$ cat config.mk
export PLATFORM = sky130hd
export DESIGN_NAME = chol_divsqrt
export DESIGN_NICKNAME = d
export VERILOG_FILES = /design/src/rtl/chol_pkg.sv /design/src/rtl/chol_divsqrt.sv
export VERILOG_INCLUDE_DIRS = /design/src /design/src/rtl
export SDC_FILE = /design/constraint.sdc
export NUM_CORES = 1
export LEC_CHECK = 0
export BUFFER_PORTS_ARGS = -buffer_cell sky130_fd_sc_hd__buf_2
export CAP_MARGIN = 0
export CORE_MARGIN = 2
export CORE_UTILIZATION = 35
export DETAILED_ROUTE_END_ITERATION = 6
export GPL_TIMING_DRIVEN = 0
export PLACE_DENSITY_LB_ADDON = 0.08
export SYNTH_ARGS = -nofsm -noshare
export SYNTH_HDL_FRONTEND = slang
export SYNTH_SLANG_ARGS = --single-unit
$ cat constraint.sdc
create_clock -name clk -period 4.25 [get_ports clk]
set_clock_uncertainty 0.2 [all_clocks]
set_input_delay 0.2125 -clock clk [delete_from_list [all_inputs] [get_ports clk]]
set_output_delay 0.2125 -clock clk [all_outputs]
set_load 0.005 [all_outputs]
$ cat src/rtl/assert_macros.svh
// Assertion helpers shared by the RTL.
`ifndef ASSERT_MACROS_SVH
`define ASSERT_MACROS_SVH

// Implication checked on every rising clk edge outside reset.
`define CHK_IMPL(label, ante, cons, msg) \
    label: assert property (@(posedge clk) disable iff (!rst_n) (ante) |-> (cons)) \
        else $error(msg);

// Next-cycle implication.
`define CHK_NEXT(label, ante, cons, msg) \
    label: assert property (@(posedge clk) disable iff (!rst_n) (ante) |=> (cons)) \
        else $error(msg);

`endif

$ cat src/rtl/chol_pkg.sv
`default_nettype none
package chol_pkg;
    localparam int unsigned MAX_DIM_DEF   = 8;
    localparam int unsigned FRAC_BITS_DEF = 16;
    localparam int unsigned DATA_W        = 32;
    localparam int unsigned CFG_W         = 4;

    // divider / root unit operations
    localparam logic OP_DIV  = 1'b0;
    localparam logic OP_SQRT = 1'b1;

    typedef struct packed {
        logic start;
        logic op;
    } chol_cmd_t;

    function automatic logic signed [DATA_W-1:0] sat32(input logic signed [65:0] v);
        logic signed [DATA_W-1:0] r;
        if (v > 66'sh0_7FFF_FFFF)
            r = 32'sh7FFF_FFFF;
        else if (v < -66'sh0_8000_0000)
            r = 32'sh8000_0000;
        else
            r = v[DATA_W-1:0];
        return r;
    endfunction
endpackage
`default_nettype wire

$ cat src/rtl/chol_divsqrt.sv
`default_nettype none
// Shared multi-cycle unit: signed restoring divide (one bit a cycle)
// or floor square root (one result bit a cycle).
module chol_divsqrt
    import chol_pkg::*;
#(
    parameter int unsigned FRAC_BITS = FRAC_BITS_DEF
)(
    input  wire logic                     clk,
    input  wire logic                     rst_n,
    input  wire chol_cmd_t                cmd,
    input  wire logic signed [DATA_W-1:0] rem,
    input  wire logic signed [DATA_W-1:0] dvs,
    output logic                          busy,
    output logic                          done,
    output logic signed [DATA_W-1:0]      result
);
    localparam int unsigned NW   = DATA_W + FRAC_BITS;  // numerator magnitude bits
    localparam int unsigned RB   = (NW + 1) / 2;        // root bits
    localparam int unsigned CW   = $clog2(NW + 1);

    logic              busy_reg, busy_next;
    logic              done_reg, done_next;
    logic              op_reg, op_next;
    logic              neg_reg, neg_next;
    logic [CW-1:0]     cnt_reg, cnt_next;
    logic [NW-1:0]     num_reg, num_next;       // dividend bits / radicand bits
    logic [DATA_W-1:0] dv_reg, dv_next;
    logic [NW+1:0]     pr_reg, pr_next;         // partial remainder
    logic [NW-1:0]     q_reg, q_next;           // quotient / root
    logic signed [DATA_W-1:0] res_reg, res_next;

    logic [NW+1:0] trial;
    logic [NW+1:0] shifted;
    logic [NW:0]   qsign;

    always_comb
    begin
        busy_next = busy_reg;
        done_next = 1'b0;
        op_next   = op_reg;
        neg_next  = neg_reg;
        cnt_next  = cnt_reg;
        num_next  = num_reg;
        dv_next   = dv_reg;
        pr_next   = pr_reg;
        q_next    = q_reg;
        res_next  = res_reg;
        trial     = '0;
        shifted   = '0;
        qsign     = '0;
        if (cmd.start && !busy_reg)
        begin
            busy_next = 1'b1;
            op_next   = cmd.op;
            pr_next   = '0;
            q_next    = '0;
            if (cmd.op == OP_DIV)
            begin
                neg_next = rem[DATA_W-1] ^ dvs[DATA_W-1];
                num_next = {(rem[DATA_W-1] ? DATA_W'(-rem) : DATA_W'(rem)),
                            {FRAC_BITS{1'b0}}};
                dv_next  = dvs[DATA_W-1] ? DATA_W'(-dvs) : DATA_W'(dvs);
                cnt_next = CW'(NW);
            end
            else
            begin
                neg_next = 1'b0;
                num_next = {(rem[DATA_W-1] ? DATA_W'(-rem) : DATA_W'(rem)),
                            {FRAC_BITS{1'b0}}};
                dv_next  = '0;
                cnt_next = CW'(RB);
            end
        end
        else if (busy_reg)
        begin
            if (op_reg == OP_DIV)
            begin
                shifted  = {pr_reg[NW:0], num_reg[NW-1]};
                trial    = shifted - (NW+2)'(dv_reg);
                num_next = {num_reg[NW-2:0], 1'b0};
                if (!trial[NW+1])
                begin
                    pr_next = trial;
                    q_next  = {q_reg[NW-2:0], 1'b1};
                end
                else
                begin
                    pr_next = shifted;
                    q_next  = {q_reg[NW-2:0], 1'b0};
                end
            end
            else
            begin
                // two radicand bits in, one root bit out
                shifted  = {pr_reg[NW-1:0], num_reg[NW-1:NW-2]};
                trial    = shifted - {q_reg[NW-1:0], 2'b01};
                num_next = {num_reg[NW-3:0], 2'b00};
                if (!trial[NW+1])
                begin
                    pr_next = trial;
                    q_next  = {q_reg[NW-2:0], 1'b1};
                end
                else
                begin
                    pr_next = shifted;
                    q_next  = {q_reg[NW-2:0], 1'b0};
                end
            end
            cnt_next = cnt_reg - 1'b1;
            if (cnt_reg == CW'(1))
            begin
                busy_next = 1'b0;
                done_next = 1'b1;
                qsign     = neg_reg ? -{1'b0, q_next} : {1'b0, q_next};
                res_next  = sat32(66'(signed'(qsign)));
            end
        end
    end

    always_ff @(posedge clk or negedge rst_n)
    begin
        if (!rst_n)
        begin
            busy_reg <= 1'b0;
            done_reg <= 1'b0;
            cnt_reg  <= '0;
        end
        else
        begin
            busy_reg <= busy_next;
            done_reg <= done_next;
            cnt_reg  <= cnt_next;
        end
    end

    always_ff @(posedge clk)
    begin
        op_reg  <= op_next;
        neg_reg <= neg_next;
        num_reg <= num_next;
        dv_reg  <= dv_next;
        pr_reg  <= pr_next;
        q_reg   <= q_next;
        res_reg <= res_next;
    end

    assign busy   = busy_reg;
    assign done   = done_reg;
    assign result = res_reg;

    `include "assert_macros.svh"
    `CHK_NEXT(a_done_after_busy, done_reg, !busy_reg, "done while busy")
    `CHK_IMPL(a_start_idle, cmd.start, !busy_reg, "start while busy")
endmodule
`default_nettype wire

# Yosys cells after proc, flatten, opt, wreduce, memory -nomap -nowiden
# Index checks and enable logic that the tools add are counted.
# op_classes
n_lt_le_gt_ge,2
muxes,24
bitwise_logic,3
n_reduce_logical,5
addsub,6
eq_ne,1
# ops
operator,count
$mux W48,5
$mux W49,4
$mux W32,2
$neg A32 Y32,2
$sub A50 B32 Y50,1
$sub A50 B50 Y50,1
$gt A49 B32 Y1 const B,1
$lt A49 B32 Y1 const B,1
$neg A48 Y49,1
$mux W31,1
$mux W6,3
$mux W1,9
$eq A6 B1 Y1 const B,1
$sub A6 B1 Y6 const B,1
$reduce_and A3 Y1,1
$not A1 Y1,2
$reduce_bool A2 Y1,1
$reduce_or A2 Y1,1
$logic_and A1 B1 Y1,1
$logic_not A1 Y1,1
$xor A1 B1 Y1,1
# totals
elab_cells,53
inputBits,68
reg_bits,219

# Depth between registers and ports, before layout
# depth
ltp_word,9
ltp_mapped,18

# Worst setup path after synthesis
# No wires, ideal clock.
# synth_path
kind,register to register
startpoint,register dv_reg[26]
endpoint,"register res_reg[15], in the netlist result[15], data pin"
setup_time_ps,269
t_required_ps,3781
path_stages_with_launch,17
n_path_buf,1
t_arrival_ps,4137
period_less_slack_ps,4606
slack_ps,-356
cell_sequence,edfxtp_1 -> inv_1 -> ha_1 -> and4_1 -> nand2_1 -> or4_1 -> a2111oi_0 -> nor3_2 -> xnor2_2 -> a221o_1 -> o41ai_2 -> xnor2_1 -> nand4_1 -> nor4_1 -> a41o_1 -> buf_2 -> o21ai_0
# synth_between
elab_chain_len,9
word_cells_on_any_way,10
cone_classes,2 x add/sub; 2 x order compare; 6 x mux
# synth_rtl
item,line_no,rtl
from (decl),chol_divsqrt.sv:28,"logic [DATA_W-1:0] dv_reg, dv_next;"
from (signal assigned),chol_divsqrt.sv:142,dv_reg <= dv_next;
$sub A50 B32 Y50 *,chol_divsqrt.sv:80,trial = shifted - (NW+2)'(dv_reg);
$mux W1 *,chol_divsqrt.sv:82,if (!trial[NW+1])
$mux W1 *,chol_divsqrt.sv:77,if (op_reg == OP_DIV)
$mux W48 *,chol_divsqrt.sv:75,else if (busy_reg)
$mux W48 *,chol_divsqrt.sv:52,if (cmd.start && !busy_reg)
$neg A48 Y49,chol_divsqrt.sv:115,"qsign = neg_reg ? -{1'b0, q_next} : {1'b0, q_next};"
$mux W49 *,chol_divsqrt.sv:115,
$lt A49 B32 Y1,chol_pkg.sv:21,else if (v < -66'sh0_8000_0000)
$mux W32,chol_pkg.sv:21,
to (signal assigned),chol_divsqrt.sv:145,res_reg <= res_next;
to (decl),chol_divsqrt.sv:31,"logic signed [DATA_W-1:0] res_reg, res_next;"
# Every way passes the cells marked *; elsewhere a longest branch is shown, timed or not. The select of a mux whose other input is x is not followed.
# A chain may end at the register's enable or synchronous reset.

# Worst setup path after layout
# layout_path
startpoint,register q_reg[0]
endpoint,"register res_reg[3], in the netlist result[3], data pin"
# layout_between
elab_chain_len,9
word_cells_on_any_way,10
cone_classes,2 x add/sub; 2 x order compare; 6 x mux
# layout_rtl
item,line_no,rtl
from (decl),chol_divsqrt.sv:30,"logic [NW-1:0] q_reg, q_next;"
from (signal assigned),chol_divsqrt.sv:144,q_reg <= q_next;
$sub A50 B50 Y50,chol_divsqrt.sv:97,"trial = shifted - {q_reg[NW-1:0], 2'b01};"
$mux W1,chol_divsqrt.sv:99,if (!trial[NW+1])
$mux W1,chol_divsqrt.sv:77,
$mux W48 *,chol_divsqrt.sv:75,
$mux W48 *,chol_divsqrt.sv:52,
$neg A48 Y49,chol_divsqrt.sv:115,
$mux W49 *,chol_divsqrt.sv:115,
$lt A49 B32 Y1,chol_pkg.sv:21,
$mux W32,chol_pkg.sv:21,
# Marks and branches as above.

==> results.ini <==
[floorplan]
core_region_area_um2=44300
floorplan.die.width_um=216
initial_core_util_pct=35.5
dieArea_um2=46600
chipHeight_um=216
top_level_pins=102
floorplan.rows=77

[cts]
numCtsBuffers=27
cts.reportedPaths.clkPinSlew_ns=0.06
worstSkewPairLatency_ns=0.58
ctsLongestPathBuffers=3
cell_at_the_root_of_the_clock_tree=clkbuf_16
numClockSinks=203
cts_max_level=1
cts_tree=built

[yosys]
ys_warn_count=0
yosysTopAreaCell=edfxtp_1
synth.area.top_cells=edfxtp_1 (19%), dfxtp_1 (12%), ha_1 (6.7%), xnor2_1 (6.6%), nand2_1 (6.1%)
netlist-cell-type-count=84
synthesis.area_um2=15700
number_of_synthesized_flops_with_an_enable_pin=98
fraction_of_synthesized_cell_area_taken_by_the_top_area_cell_type_pct=18.7
yosysSeqAreaShare_pct=32.3
synth_async_sr_flop_share_pct=3.94
synthesis.area_per_instance_um2=8.22
number_of_synthesized_register_bits=203
postSynth.topFlopCell=edfxtp_1
post_synth_inst_count=1913
syn-num-nets=2066

[sta]
layout_setup_ws_ns=-0.468
final-setup-viol-count=42
setup_tns_ns=-13.82
maxSlewHeadroom_pct=34.2
grt_setup_unrepaired=true
post-route-min-period_ns=4.72
timing_worst_slew_pin_value_ns=0.987
timing.final.crit_share_pct=111
hold_viol=0
fmaxAchievable_mhz=212
timing_max_transition_violations_final=0

[worst_setup_path]
critPathArrivalTime_ns=4.85
rrSetupSlack_ns=-0.47
start_kind=register
critical_path_peak_fanout=7
setup.worst_path.end_class=register
critPathKind=register to register
critPathRequiredTime_ns=4.38

[worst_hold_path]
hold_path.class=primary input to register

[final_layout]
fin_util_pct=45.3
drive_gt1_share_pct=17.7
largest_register_ff_count=49
area_growth_syn_to_layout_pct=27.6
net_count_final=2312

[placement]
gp_congestion=0.890
placement.io_buffers=100
hpwl_after_detailed_placement_um=40900

[grt]
antenna_found_initial=0
global_route.usage.total_pct=22.4
maximum_number_of_pins_on_one_net_before_global_route_repair=43
grt_pass1_vias=14551
grt_pass1_wl_um=82500
grt_overflow_total=0

[power]
vdd_drop_max_v=0.000410
powerDensity_nw_per_um2=903
power.static_leakage_nw=7.80
power_w=0.0181

[route]
drc=0
post_drt_via_cell_ratio=5.47
route.vias.total=15157
antenna_left=0
detailedRoute.firstPassIterationCount=6
routed_wire_length_per_instance_um=19.4
detail_route.iter0.violations=984
routed_wl_um=53800

[job]
drv.max_cap_violation_count=0

[run_status]
outcome=finished, violations left
failed_checks=setup timing

-- placed cells by master (no fill, tap or decap), drive strengths merged, types with 31 or more instances in the layout --
master,instances
dlygate4sd3,80
dfxtp,97
o211ai,31
o21ai,180
nor2,115
ha,84
inv,111
nand3,42
clkbuf,105
mux2i,37
buf,161
a21oi,115
nand2,255
xor2,70
a21o,47
edfxtp,98
o31ai,80
xnor2,119
-- worst max-delay path, cell delays in order, from the launching register on --
cell	delay, ns
dfxtp_2	0.36
inv_2	0.09
ha_1	0.31
o21a_1	0.20
o22ai_2	0.14
a211oi_2	0.27
o21a_1	0.23
o21bai_2	0.12
a211o_4	0.40
a221o_2	0.50
clkbuf_16	0.20
o31ai_4	0.20
xnor2_2	0.17
nand2_1	0.12
nor4_2	0.31
a41o_2	0.30
buf_12	0.14
clkbuf_16	0.14
o21ai_1	0.06
-- power breakdown --
| group | internal (W) | total (W) | switching, W |
|---|---|---|---|
| Combinational | 0.00486 | 0.0118 | 0.00697 |
| Sequential | 0.00287 | 0.00387 | 0.000999 |
| Clock | 0.00146 | 0.00242 | 0.000959 |
-- routing by layer --
| layer | wire length (um) | GRT usage, % | vias to the layer above |
|---|---|---|---|
| met3 | 2650 | 2.03 | 77 |
| met1 | 25900 | 31.8 | 7170 |
| met5 | 0 | 0 | - |
| li1 | - | - | 7480 |
| met2 | 24000 | 36.1 | 430 |
| met4 | 1250 | 6.39 | 0 |
-- cell usage after synthesis (19+ instances only) --
library cell / count
nor2_1: 115
edfxtp_1: 98
dfxtp_1: 97
a21o_1: 47
a21oi_1: 115
xor2_1: 70
nor4_1: 19
o31ai_1: 79
nand2_1: 254
ha_1: 84
nand2b_1: 24
mux2i_1: 37
clkbuf_1: 82
o21ai_0: 161
inv_1: 109
o211ai_1: 31
xnor2_1: 118
nand3_1: 42
nor3_1: 26
-- cell type report --
type	count	area, um^2
multi-input cells	1503	10700
repair buffers	227	1740
plain buffers	86	412
well taps	592	741
flip-flops and latches	203	5140
clock buffers	33	762
diodes	1	2.50
clock inverters	16	174
fillers	4421	24300
inverters	111	419
-- stage by stage --
step | instances | cell area, um^2 | hold WS [ns] | setup slack [ns]
finish | 2772 | 20100 | 0.0549 | -0.468
global route | 2771 | 20100 | 0.0666 | -0.612
CTS | 2766 | 19600 | 0.0447 | -0.361
detailed placement | 2608 | 17100 | -0.133 | -1.30
global placement | 2605 | 17000 | -0.133 | -1.66
floorplan | 1913 | 15800 | -0.283 | 0.00568
-- cell families (layout without fill, tap and decap cells) --
kind of cell	count (synthesis)	after routing	share of synthesized area [%]
AO/OA/AOI/OAI	602	602	25.2
XOR/XNOR	189	189	10.6
adder cells (fa/ha/maj)	85	85	6.81
buffers and inverters	207	473	5.10
flip-flops	203	203	32.3
multiplexers	38	38	2.43
other	0	1	0
AND/OR/NAND/NOR	589	589	17.6
-- final timing paths --
kind / cells past startpoint / start / endpoint
min in group asynchronous: 3 / rst_n / cnt_reg[0]
max in group asynchronous: 3 / rst_n / cnt_reg[4]
max reg2reg: 18 / q_reg[0] / result[3]
min reg2reg: 2 / q_reg[27] / q_reg[28]
min: 4 / dvs[31] / dv_reg[2]
max: 18 / q_reg[0] / result[3]
-- repair_timing --
action / CTS / global route
gates cloned: 3 / 1
setup buffers: 32 / 8
pin swaps: 37 / 24
endpoints found under the hold margin: 73 / 0
gates resized for setup: 133 / 83
setup endpoints to repair: 78 / 68
hold buffers: 80 / 0
(Power assumes the default switching activity.)
